## config.mk

```make
export PLATFORM = sky130hd
export DESIGN_NAME = packet_fifo_byte_ring_core
export DESIGN_NICKNAME = d
export VERILOG_FILES = /design/src/sv/pfbr_pkg.sv /design/src/sv/pfbr_ram.sv /design/src/sv/pfbr_ring.sv /design/src/sv/pfbr_seq.sv /design/src/sv/packet_fifo_byte_ring_core.sv
export SDC_FILE = /design/constraint.sdc
export NUM_CORES = 2
export LEC_CHECK = 0
export BUFFER_PORTS_ARGS = -buffer_cell sky130_fd_sc_hd__buf_2
export CAP_MARGIN = 15
export CORE_AREA = 2 2 364 636
export CTS_BUF_LIST = sky130_fd_sc_hd__clkbuf_2
export CTS_CLUSTER_DIAMETER = 100
export DETAILED_ROUTE_END_ITERATION = 8
export DIE_AREA = 0 0 366 638
export GPL_ROUTABILITY_DRIVEN = 0
export PLACE_DENSITY = 0.76
export SYNTH_ARGS = -nofsm -noshare
export SYNTH_HDL_FRONTEND = slang
export SYNTH_SLANG_ARGS = --single-unit
```

## constraint.sdc

```tcl
create_clock -name clock -period 7.3 [get_ports clock]
set_clock_uncertainty 0.2 [all_clocks]
set_input_delay 0.73 -clock clock [delete_from_list [all_inputs] [get_ports clock]]
set_output_delay 0.73 -clock clock [all_outputs]
set_load 0.005 [all_outputs]
```

## src/sv/pfbr_pkg.sv

```systemverilog
// Package for the packet FIFO byte ring: sizes, codes, bookkeeping structs
// and pointer helpers. Depends on nothing; each file but pfbr_ram imports it.
package pfbr_pkg;

   // Sizing
   localparam int BUFFER_BYTES = 256;
   localparam int MAX_PACKET   = 64;
   localparam int MAX_PACKETS  = 16;

   // Fixed field widths
   localparam int ACT_W   = 2;
   localparam int ID_W    = 32;
   localparam int PLEN_W  = 8;
   localparam int BYTE_W  = 8;
   localparam int LIMIT_W = 8;
   localparam int LEN_W   = 7;
   localparam int STAT_W  = 2;

   // Derived widths
   localparam int PTR_W       = $clog2(BUFFER_BYTES);
   localparam int USED_W      = $clog2(BUFFER_BYTES + 1);
   localparam int DESC_W      = $clog2(MAX_PACKETS);
   localparam int CNT_W       = $clog2(MAX_PACKETS + 1);
   localparam int ADD_W       = ((PTR_W > LEN_W) ? PTR_W : LEN_W) + 1;
   localparam int CMP_W       = USED_W + PLEN_W;
   localparam int DESC_DATA_W = ID_W + LEN_W;

   localparam logic [USED_W-1:0] BUF_SIZE = USED_W'(BUFFER_BYTES);

   typedef enum logic [ACT_W-1:0] {
      ACT_PUSH_START = 2'd0,
      ACT_PUSH_DATA  = 2'd1,
      ACT_POP        = 2'd2
   } action_type;

   typedef enum logic [STAT_W-1:0] {
      ST_ACCEPTED = 2'd0,
      ST_REJECTED = 2'd1,
      ST_POPPED   = 2'd2,
      ST_EMPTY    = 2'd3
   } status_type;

   typedef enum logic [1:0] {
      SEQ_IDLE,
      SEQ_DESC,
      SEQ_STREAM
   } seq_state_type;

   // Ring bookkeeping seen by the pop sequencer and the memories
   typedef struct packed {
      logic [PTR_W-1:0]  rd_ptr;
      logic [PTR_W-1:0]  wr_ptr;
      logic [DESC_W-1:0] head;
      logic [DESC_W-1:0] tail;
      logic [CNT_W-1:0]  count;
      logic [USED_W-1:0] used;
      logic              open;
   } ring_state_type;

   // Release of the oldest packet at the end of a pop
   typedef struct packed {
      logic             valid;
      logic [LEN_W-1:0] len;
   } pop_done_type;

   function automatic logic [PTR_W-1:0] byte_next(input logic [PTR_W-1:0] p);
      return (p == PTR_W'(BUFFER_BYTES - 1)) ? '0 : p + PTR_W'(1);
   endfunction

   function automatic logic [DESC_W-1:0] desc_next(input logic [DESC_W-1:0] p);
      return (p == DESC_W'(MAX_PACKETS - 1)) ? '0 : p + DESC_W'(1);
   endfunction

   // Advance a byte pointer by a whole packet; n never exceeds the ring size
   function automatic logic [PTR_W-1:0] byte_advance(input logic [PTR_W-1:0] p,
                                                     input logic [LEN_W-1:0] n);
      logic [ADD_W-1:0] sum;
      sum = ADD_W'(p) + ADD_W'(n);
      if (sum >= ADD_W'(BUFFER_BYTES)) begin
         sum = sum - ADD_W'(BUFFER_BYTES);
      end
      return sum[PTR_W-1:0];
   endfunction

endpackage

```

## src/sv/pfbr_ram.sv

```systemverilog
// Generic single-write, single-read RAM with registered read data.
// Depends on nothing.
module pfbr_ram #(
   parameter int WIDTH = 8,
   parameter int DEPTH = 256
) (
   input  logic                     clock,
   input  logic                     wr_en,
   input  logic [$clog2(DEPTH)-1:0] wr_addr,
   input  logic [WIDTH-1:0]         wr_data,
   input  logic [$clog2(DEPTH)-1:0] rd_addr,
   output logic [WIDTH-1:0]         rd_data
);

   logic [WIDTH-1:0] mem_ff [DEPTH];
   logic [WIDTH-1:0] rd_data_ff;

   always_ff @(posedge clock) begin
      if (wr_en) begin
         mem_ff[wr_addr] <= wr_data;
      end
      rd_data_ff <= mem_ff[rd_addr];
   end

   assign rd_data = rd_data_ff;

endmodule

```

## src/sv/pfbr_ring.sv

```systemverilog
// Ring bookkeeping: byte pointers, fill level, descriptor queue indexes and
// the open-packet tracker. Depends on pfbr_pkg.
module pfbr_ring (
   input  logic                           clock,
   input  logic                           reset,
   input  logic                           start_take,
   input  logic                           data_take,
   input  logic [pfbr_pkg::PLEN_W-1:0]    packet_len,
   input  pfbr_pkg::pop_done_type         pop_done,
   output logic                           push_ok,
   output logic                           byte_we,
   output pfbr_pkg::ring_state_type       ring
);
   import pfbr_pkg::*;

   logic [PTR_W-1:0]  rd_ptr_ff,  rd_ptr_in;
   logic [PTR_W-1:0]  wr_ptr_ff,  wr_ptr_in;
   logic [DESC_W-1:0] head_ff,    head_in;
   logic [DESC_W-1:0] tail_ff,    tail_in;
   logic [CNT_W-1:0]  count_ff,   count_in;
   logic [USED_W-1:0] used_ff,    used_in;
   logic [LEN_W-1:0]  pending_ff, pending_in;
   logic              open_ff,    open_in;
   logic [USED_W-1:0] avail;

   assign avail   = BUF_SIZE - used_ff;
   assign push_ok = !open_ff
                    && (packet_len <= PLEN_W'(MAX_PACKET))
                    && (CMP_W'(packet_len) <= CMP_W'(avail))
                    && (count_ff < CNT_W'(MAX_PACKETS));
   assign byte_we = data_take && open_ff && (pending_ff != '0) && (used_ff < BUF_SIZE);

   always_comb begin
      rd_ptr_in  = rd_ptr_ff;
      wr_ptr_in  = wr_ptr_ff;
      head_in    = head_ff;
      tail_in    = tail_ff;
      count_in   = count_ff;
      used_in    = used_ff;
      pending_in = pending_ff;
      open_in    = open_ff;
      if (start_take && push_ok) begin
         if (packet_len == '0) begin
            tail_in  = desc_next(tail_ff);
            count_in = count_ff + CNT_W'(1);
         end else begin
            open_in    = 1'b1;
            pending_in = packet_len[LEN_W-1:0];
         end
      end
      if (byte_we) begin
         wr_ptr_in  = byte_next(wr_ptr_ff);
         used_in    = used_ff + USED_W'(1);
         pending_in = pending_ff - LEN_W'(1);
         if (pending_ff == LEN_W'(1)) begin
            tail_in  = desc_next(tail_ff);
            count_in = count_ff + CNT_W'(1);
            open_in  = 1'b0;
         end
      end
      if (pop_done.valid) begin
         rd_ptr_in = byte_advance(rd_ptr_ff, pop_done.len);
         used_in   = used_ff - USED_W'(pop_done.len);
         head_in   = desc_next(head_ff);
         count_in  = count_ff - CNT_W'(1);
      end
   end

   always_ff @(posedge clock) begin
      if (reset) begin
         rd_ptr_ff  <= '0;
         wr_ptr_ff  <= '0;
         head_ff    <= '0;
         tail_ff    <= '0;
         count_ff   <= '0;
         used_ff    <= '0;
         pending_ff <= '0;
         open_ff    <= 1'b0;
      end else begin
         rd_ptr_ff  <= rd_ptr_in;
         wr_ptr_ff  <= wr_ptr_in;
         head_ff    <= head_in;
         tail_ff    <= tail_in;
         count_ff   <= count_in;
         used_ff    <= used_in;
         pending_ff <= pending_in;
         open_ff    <= open_in;
      end
   end

   assign ring = '{rd_ptr: rd_ptr_ff, wr_ptr: wr_ptr_ff, head: head_ff, tail: tail_ff,
                   count: count_ff, used: used_ff, open: open_ff};

endmodule

```

## src/sv/pfbr_seq.sv

```systemverilog
// Command sequencer: answers push starts, walks a pop through the descriptor
// and byte memories, and drives the result register. Depends on pfbr_pkg.
module pfbr_seq (
   input  logic                           clock,
   input  logic                           reset,
   input  logic                           item_take,
   input  logic [pfbr_pkg::ACT_W-1:0]     item_action,
   input  logic [pfbr_pkg::LIMIT_W-1:0]   item_limit,
   input  logic                           push_ok,
   input  pfbr_pkg::ring_state_type       ring,
   input  logic [pfbr_pkg::ID_W-1:0]      desc_id,
   input  logic [pfbr_pkg::LEN_W-1:0]     desc_len,
   input  logic [pfbr_pkg::BYTE_W-1:0]    byte_data,
   output logic [pfbr_pkg::PTR_W-1:0]     byte_rd_addr,
   output pfbr_pkg::pop_done_type         pop_done,
   output logic                           busy,
   output logic                           rsp_valid,
   output logic [pfbr_pkg::STAT_W-1:0]    rsp_status,
   output logic [pfbr_pkg::ID_W-1:0]      rsp_out_id,
   output logic [pfbr_pkg::LEN_W-1:0]     rsp_out_len,
   output logic [pfbr_pkg::BYTE_W-1:0]    rsp_out_byte,
   output logic                           rsp_byte_valid,
   output logic                           rsp_last
);
   import pfbr_pkg::*;

   seq_state_type      state_ff, state_in;
   logic [LIMIT_W-1:0] limit_ff, limit_in;
   logic [ID_W-1:0]    id_ff, id_in;
   logic [LEN_W-1:0]   len_ff, len_in;
   logic [LEN_W-1:0]   shown_ff, shown_in;
   logic [LEN_W-1:0]   idx_ff, idx_in;
   logic [PTR_W-1:0]   cur_ff, cur_in;
   logic [LEN_W-1:0]   desc_shown;
   logic               is_pop, is_start, stream_last;

   logic               rsp_valid_ff, rsp_valid_in;
   status_type         rsp_status_ff, rsp_status_in;
   logic [ID_W-1:0]    rsp_id_ff, rsp_id_in;
   logic [LEN_W-1:0]   rsp_len_ff, rsp_len_in;
   logic [BYTE_W-1:0]  rsp_byte_ff, rsp_byte_in;
   logic               rsp_bvalid_ff, rsp_bvalid_in;
   logic               rsp_last_ff, rsp_last_in;

   assign is_pop      = item_take && (item_action == ACT_POP);
   assign is_start    = item_take && (item_action == ACT_PUSH_START);
   assign desc_shown  = (LIMIT_W'(desc_len) <= limit_ff) ? desc_len : limit_ff[LEN_W-1:0];
   assign stream_last = (idx_ff == shown_ff - LEN_W'(1));

   // Read the byte at the read pointer at accept, then one address per cycle
   assign byte_rd_addr = (state_ff == SEQ_IDLE) ? ring.rd_ptr : cur_ff;
   assign cur_in       = byte_next(byte_rd_addr);
   assign busy         = (state_ff != SEQ_IDLE);

   // Next state
   always_comb begin
      state_in = state_ff;
      case (state_ff)
         SEQ_IDLE: begin
            if (is_pop && (ring.count != '0)) begin
               state_in = SEQ_DESC;
            end
         end
         SEQ_DESC: begin
            state_in = (desc_shown > LEN_W'(1)) ? SEQ_STREAM : SEQ_IDLE;
         end
         SEQ_STREAM: begin
            if (stream_last) begin
               state_in = SEQ_IDLE;
            end
         end
         default: state_in = SEQ_IDLE;
      endcase
   end

   // Outputs and working registers
   always_comb begin
      limit_in      = limit_ff;
      id_in         = id_ff;
      len_in        = len_ff;
      shown_in      = shown_ff;
      idx_in        = idx_ff;
      pop_done      = '{valid: 1'b0, len: '0};
      rsp_valid_in  = 1'b0;
      rsp_status_in = ST_ACCEPTED;
      rsp_id_in     = '0;
      rsp_len_in    = '0;
      rsp_byte_in   = '0;
      rsp_bvalid_in = 1'b0;
      rsp_last_in   = 1'b0;
      case (state_ff)
         SEQ_IDLE: begin
            limit_in = item_limit;
            if (is_start) begin
               rsp_valid_in  = 1'b1;
               rsp_status_in = push_ok ? ST_ACCEPTED : ST_REJECTED;
               rsp_last_in   = 1'b1;
            end else if (is_pop && (ring.count == '0)) begin
               rsp_valid_in  = 1'b1;
               rsp_status_in = ST_EMPTY;
               rsp_last_in   = 1'b1;
            end
         end
         SEQ_DESC: begin
            id_in         = desc_id;
            len_in        = desc_len;
            shown_in      = desc_shown;
            idx_in        = LEN_W'(1);
            rsp_valid_in  = 1'b1;
            rsp_status_in = ST_POPPED;
            rsp_id_in     = desc_id;
            rsp_len_in    = desc_len;
            if (desc_shown == '0) begin
               rsp_last_in = 1'b1;
            end else begin
               rsp_byte_in   = byte_data;
               rsp_bvalid_in = 1'b1;
               rsp_last_in   = (desc_shown == LEN_W'(1));
            end
            if (desc_shown <= LEN_W'(1)) begin
               pop_done = '{valid: 1'b1, len: desc_len};
            end
         end
         SEQ_STREAM: begin
            idx_in        = idx_ff + LEN_W'(1);
            rsp_valid_in  = 1'b1;
            rsp_status_in = ST_POPPED;
            rsp_id_in     = id_ff;
            rsp_len_in    = len_ff;
            rsp_byte_in   = byte_data;
            rsp_bvalid_in = 1'b1;
            rsp_last_in   = stream_last;
            if (stream_last) begin
               pop_done = '{valid: 1'b1, len: len_ff};
            end
         end
         default: begin
            rsp_valid_in = 1'b0;
         end
      endcase
   end

   always_ff @(posedge clock) begin
      if (reset) begin
         state_ff     <= SEQ_IDLE;
         rsp_valid_ff <= 1'b0;
      end else begin
         state_ff     <= state_in;
         rsp_valid_ff <= rsp_valid_in;
      end
   end

   always_ff @(posedge clock) begin
      limit_ff      <= limit_in;
      id_ff         <= id_in;
      len_ff        <= len_in;
      shown_ff      <= shown_in;
      idx_ff        <= idx_in;
      cur_ff        <= cur_in;
      rsp_status_ff <= rsp_status_in;
      rsp_id_ff     <= rsp_id_in;
      rsp_len_ff    <= rsp_len_in;
      rsp_byte_ff   <= rsp_byte_in;
      rsp_bvalid_ff <= rsp_bvalid_in;
      rsp_last_ff   <= rsp_last_in;
   end

   assign rsp_valid      = rsp_valid_ff;
   assign rsp_status     = rsp_status_ff;
   assign rsp_out_id     = rsp_id_ff;
   assign rsp_out_len    = rsp_len_ff;
   assign rsp_out_byte   = rsp_byte_ff;
   assign rsp_byte_valid = rsp_bvalid_ff;
   assign rsp_last       = rsp_last_ff;

endmodule

```

## src/sv/packet_fifo_byte_ring_core.sv

```systemverilog
// Top level of the packet FIFO byte ring: byte and descriptor memories,
// ring bookkeeping and the command sequencer. Depends on pfbr_pkg, pfbr_ram,
// pfbr_ring and pfbr_seq.
//
//   channel   direction  handshake               payload
//   request   in         start high, busy low    req_action, req_packet_id,
//                                                req_packet_len, req_data_byte,
//                                                req_out_limit
//   response  out        rsp_valid, one cycle    rsp_status, rsp_out_id, rsp_out_len,
//                                                rsp_out_byte, rsp_byte_valid, rsp_last
//
// Push start and push data words do not raise busy; a push start answers on the
// next cycle. A pop holds busy through its descriptor read and the shown bytes,
// shown being the number of bytes it emits: the byte memory's single read port
// gives one byte a cycle, and the first byte also waits on the descriptor read.
// Results pass through the result register and cannot be held off by the receiver.
// Reset is synchronous; it clears pointers, counts and the sequencer. The
// memories need no clearing pass: only written entries are ever read.
module packet_fifo_byte_ring_core (
   input  logic                           clock,
   input  logic                           reset,
   input  logic                           start,
   output logic                           busy,
   input  logic [pfbr_pkg::ACT_W-1:0]     req_action,
   input  logic [pfbr_pkg::ID_W-1:0]      req_packet_id,
   input  logic [pfbr_pkg::PLEN_W-1:0]    req_packet_len,
   input  logic [pfbr_pkg::BYTE_W-1:0]    req_data_byte,
   input  logic [pfbr_pkg::LIMIT_W-1:0]   req_out_limit,
   output logic                           rsp_valid,
   output logic [pfbr_pkg::STAT_W-1:0]    rsp_status,
   output logic [pfbr_pkg::ID_W-1:0]      rsp_out_id,
   output logic [pfbr_pkg::LEN_W-1:0]     rsp_out_len,
   output logic [pfbr_pkg::BYTE_W-1:0]    rsp_out_byte,
   output logic                           rsp_byte_valid,
   output logic                           rsp_last
);
   import pfbr_pkg::*;

   logic                   item_take;
   logic                   start_take;
   logic                   data_take;
   logic                   push_ok;
   logic                   byte_we;
   logic                   desc_we;
   ring_state_type         ring;
   pop_done_type           pop_done;
   logic [PTR_W-1:0]       byte_rd_addr;
   logic [BYTE_W-1:0]      byte_rd_data;
   logic [DESC_DATA_W-1:0] desc_wr_data;
   logic [DESC_DATA_W-1:0] desc_rd_data;

   // A word is taken whenever start meets an idle sequencer
   assign item_take  = start && !busy;
   assign start_take = item_take && (req_action == ACT_PUSH_START);
   assign data_take  = item_take && (req_action == ACT_PUSH_DATA);

   // Park the descriptor at the tail as soon as the push start is accepted;
   // the tail only advances when the packet commits
   assign desc_we      = start_take && push_ok;
   assign desc_wr_data = {req_packet_id, req_packet_len[LEN_W-1:0]};

   pfbr_ring u_ring (
      .clock      (clock),
      .reset      (reset),
      .start_take (start_take),
      .data_take  (data_take),
      .packet_len (req_packet_len),
      .pop_done   (pop_done),
      .push_ok    (push_ok),
      .byte_we    (byte_we),
      .ring       (ring)
   );

   pfbr_ram #(
      .WIDTH (BYTE_W),
      .DEPTH (BUFFER_BYTES)
   ) u_byte_ram (
      .clock   (clock),
      .wr_en   (byte_we),
      .wr_addr (ring.wr_ptr),
      .wr_data (req_data_byte),
      .rd_addr (byte_rd_addr),
      .rd_data (byte_rd_data)
   );

   // Always read the head slot; it is stable from pop accept to release
   pfbr_ram #(
      .WIDTH (DESC_DATA_W),
      .DEPTH (MAX_PACKETS)
   ) u_desc_ram (
      .clock   (clock),
      .wr_en   (desc_we),
      .wr_addr (ring.tail),
      .wr_data (desc_wr_data),
      .rd_addr (ring.head),
      .rd_data (desc_rd_data)
   );

   pfbr_seq u_seq (
      .clock          (clock),
      .reset          (reset),
      .item_take      (item_take),
      .item_action    (req_action),
      .item_limit     (req_out_limit),
      .push_ok        (push_ok),
      .ring           (ring),
      .desc_id        (desc_rd_data[DESC_DATA_W-1:LEN_W]),
      .desc_len       (desc_rd_data[LEN_W-1:0]),
      .byte_data      (byte_rd_data),
      .byte_rd_addr   (byte_rd_addr),
      .pop_done       (pop_done),
      .busy           (busy),
      .rsp_valid      (rsp_valid),
      .rsp_status     (rsp_status),
      .rsp_out_id     (rsp_out_id),
      .rsp_out_len    (rsp_out_len),
      .rsp_out_byte   (rsp_out_byte),
      .rsp_byte_valid (rsp_byte_valid),
      .rsp_last       (rsp_last)
   );

`ifndef SYNTHESIS
   // A pop on an empty queue answers with the empty status on the next cycle
   a_empty_pop: assert property (@(posedge clock) disable iff (reset)
      (item_take && (req_action == ACT_POP) && (ring.count == '0))
      |=> (rsp_valid && (rsp_status == ST_EMPTY) && rsp_last))
      else $error("empty pop did not answer with the empty status");

   // Every push start gets exactly one final answer on the next cycle
   a_start_answer: assert property (@(posedge clock) disable iff (reset)
      start_take |=> (rsp_valid && rsp_last && !rsp_byte_valid
                      && ((rsp_status == ST_ACCEPTED) || (rsp_status == ST_REJECTED))))
      else $error("push start answer missing or malformed");

   // A packet is released only by a busy pop, with a committed descriptor
   a_release: assert property (@(posedge clock) disable iff (reset)
      pop_done.valid |-> (busy && (ring.count != '0) && !byte_we && !desc_we))
      else $error("packet released outside a pop");

   // Bytes only appear on popped results
   a_byte_status: assert property (@(posedge clock) disable iff (reset)
      (rsp_valid && rsp_byte_valid) |-> (rsp_status == ST_POPPED))
      else $error("byte carried on a non-pop result");
`endif

endmodule

```

==> metrics.md <==
| Metric | Value |
|---|---|
| Most common cell in the netlist | edfxtp_1 |
| Core Rows | about 230 |
| Status | completed |
| PostCTS Resize Cnt | 0 |
| Vias per std cell | approximately 6.1 |
| H-tree depth | 6 |
| Worst Path Max Fanout | 21 |
| Initial antenna violation count | 17 |
| Number of routed nets with antenna violations | 0 |
| Fin area | roughly 120,000 sq um |
| Most used DFF post-synth | edfxtp_1 |
| Worst-skew pair later-pin latency | between 1500 and 2000 ps |
| DRC Markers | 0 |
| Clk sink count | between 2,000 and 3,000 |
| Global-route wire length before repair | roughly 450 mm |
| Syn nets | between 7,000 and 8,000 |
| Clk pin slew, worst setup/hold paths | 120 ps |
| Via count | roughly 70,000 |
| CTS Buffer Depth | 4 |
| Num CTS Buffers | 598 |
| Synth warn | 0 |
| Grt ovf | 0 |
| LEAKAGE | 40.52 nW |
| Die W | 366 um |
| Largest net degree at the start of global routing | around 180 |
| Max_cap viols | 0 |
| Final setup TNS | 0 ps |
| Hold_buf cts | 130 |
| Arrival @ worst endpoint | around 7400 ps |
| Core ar. | ~230,000 sq um |
| Number of detailed-route iterations in the first pass | 7 |
| Post-synth EDFFs | approximately 2,700 |
| Hold slack | about 140 ps |
| Worst Path Required | 8580 ps |
| Slew @ Worst Pin | approximately 1300 ps |
| Startpoint types | flip-flop |
| Post-DP Area | about 120,000 sq um |
| Pwr Total | between 20 and 30 mW |
| Top cells by area, synth | edfxtp_1, nand2_1, mux4_2 |
| #FFs+latches synth | slightly below 3,000 |
| Wirelength, routed | ~300 mm |
| Synthesized area per cell | 14.97 sq um |
| Met3 WL post-DR | roughly 28 mm |
| Initial core utilization | 0.4977 |
| CTS root buf | clkbuf_2 |
| Post-DP HPWL | ~180 mm |
| Final net count | just over 8,000 |
| Final Hold Vio Count | 0 |
| Count of final setup violators | 0 |
| Share of the synthesized area in the top cell type | 0.7228 |
| Register area share after synthesis | 0.7501 |
| Vias in the first global route | 71,280 |
| VDD IR max | 0.2254 mV |
| Highest Signal Layer | met5 |
| Hold/Removal Path Class | reg2reg |
| Total track usage | 0.2562 |
| Full die area | between 200,000 and 250,000 sq um |
| WL met1 | just under 100 mm |
| Final core occ | 0.5468 |
| CP Class | reg2reg |
| Initial DRC count | 8,860 |
| Postcts setup bufs | 0 |
| I/O pin cnt | 114 |
| Distinct cells, synth | between 70 and 80 |
| Period utilization | 0.8348 |
| Die H | approximately 640 um |
| I/O Buffers | around 110 |
| Ys async rst share | 0 |
| Final Max Tran Viols | 0 |
| Post-synth top cells | edfxtp_1, nand2_1, nand3_1 |
| Fin crit period | 6094 ps |
| DR WL/cell | ~26 um |
| Worst hold stages | 0 |
| Synth area leader | edfxtp_1 |
| Worst Reg2Reg Path Length in Cells | 20 |
| Post-Synthesis Cells | 7,584 |
| Metal2 WL | approximately 160 mm |
| PD cells | around 230 nW/um^2 |
| Slew HR | 0.1113 |
| Peak Freq | around 160 MHz |
| Area Growth Syn to Fin | 9.861% |
| Syn Std Cell Area | around 110,000 sq um |
| Layout cells sized above 1 | 0.1681 |
| Type of destination of the critical path | flip-flop |
| CTS tree | built |
| RSZ-0062 raised after global routing | false |
[area by class of cell]
cell class,count,area [sq um]
Antenna cell,10,25.02
Clock buffer,841,4209
Clock inverter,221,1240
Fill cell,17770,103400
Inverter,47,191.4
Multi-Input combinational cell,4169,26560
Sequential cell,2888,85180
Tap cell,3042,3806
Timing Repair Buffer,389,3528
[power breakdown]
part           total, mW  internal (mW)  switching (mW)
Clock               9.61           3.52            6.09
Sequential          18.1           18.1         0.00595
Combinational      0.395         0.0886           0.306
Total               28.1           21.7            6.40
[per-layer routing]
| layer | GRT usage | up-vias |
|---|---|---|
| met1 | 0.2724 | 34360 |
| met4 | 0.1998 | 12 |
| met5 | 0 | - |
| met3 | 0.05054 | 1225 |
| li1 | - | 30260 |
| met2 | 0.4462 | 4591 |
[state kept, by name, summed over array words and instances (netlist names), 8 cells and up]
signal / count
u_seq.cur_ff: 8
u_byte_ram.rd_data: 8
u_desc_ram.mem_ff: 624
u_ring.wr_ptr_ff: 8
u_ring.rd_ptr_ff: 8
u_byte_ram.mem_ff: 2048
u_ring.used_ff: 9
u_seq.rsp_out_id: 32
u_desc_ram.rd_data: 39
u_seq.rsp_out_byte: 8
u_seq.limit_ff: 8
u_seq.id_ff: 32
[placed cells by master, fill, tap and decap left out, types with 12 or more instances in the layout]
master,Yosys,layout
clkinv_2,0,23
or3_1,14,14
clkinv_1,1,155
buf_4,0,107
and2_2,0,12
ha_1,52,49
nor3_1,64,64
a21o_1,14,13
a32oi_1,35,32
nand3_1,658,658
xor2_1,19,19
inv_1,44,43
clkbuf_2,0,841
edfxtp_1,2733,2733
inv_2,2,13
nand4_1,29,29
mux4_2,198,198
nor4_1,26,22
a31oi_1,138,138
clkinvlp_4,0,12
buf_12,0,39
a32o_1,24,23
nor2_1,377,371
a22oi_1,48,48
and3_1,35,35
o21ai_0,44,42
a311oi_1,22,22
o22ai_1,38,38
xnor2_1,21,21
buf_2,61,107
dfxtp_1,155,151
mux2i_1,362,360
a221oi_1,12,12
a21oi_1,179,178
nand2_1,1459,1455
o221ai_1,113,113
nor2b_1,14,14
dlygate4sd3_1,0,127
and2_1,29,17
a211oi_1,25,25
[cell families after synthesis]
family	Yosys count	share of synthesized area
AND/OR/NAND/NOR	2738	0.1029
adder cells (fa/ha/maj)	54	0.006082
AO/OA/AOI/OAI	768	0.04739
XOR/XNOR	41	0.003284
buffers and inverters	527	0.01823
multiplexers	568	0.07200
flip-flops	2888	0.7501
[worst paths after layout]
| kind | startpoint | end | slack [ps] |
|---|---|---|---|
| worst min register to register | u_desc_ram.rd_data[34] | u_seq.id_ff[27] | 140 |
| worst max register to register | u_seq.shown_ff[0] | u_ring.used_ff[8] | 1210 |
| worst max-delay path | u_seq.shown_ff[0] | u_ring.used_ff[8] | 1210 |
| worst min-delay path | u_desc_ram.rd_data[34] | u_seq.id_ff[27] | 140 |
[critical path: stages (launching register included)]
cell and delay [ps]:
edfxtp_1 480, inv_1 90, ha_1 190, or4b_1 480, o21ai_1 150, or3b_4 410
a2111oi_4 590, a211o_4 220, nand2_4 160, inv_1 550, nand2_1 140, ha_1 250
fa_1 430, nand2b_1 170, a21boi_0 260, o21ai_0 160, a21oi_1 200, o21ai_0 140
a221oi_1 280, a31oi_1 90, mux2_2 300
[through the flow]
stage                     setup slack (ps)  instances
final                                 1206      11610
after detailed placement              1345      10400
after global placement                1323      10400
after global routing                 923.2      11600
after CTS                             1298      11590
after floorplan                       1977       7584
Power figures use the tool's default switching activity.
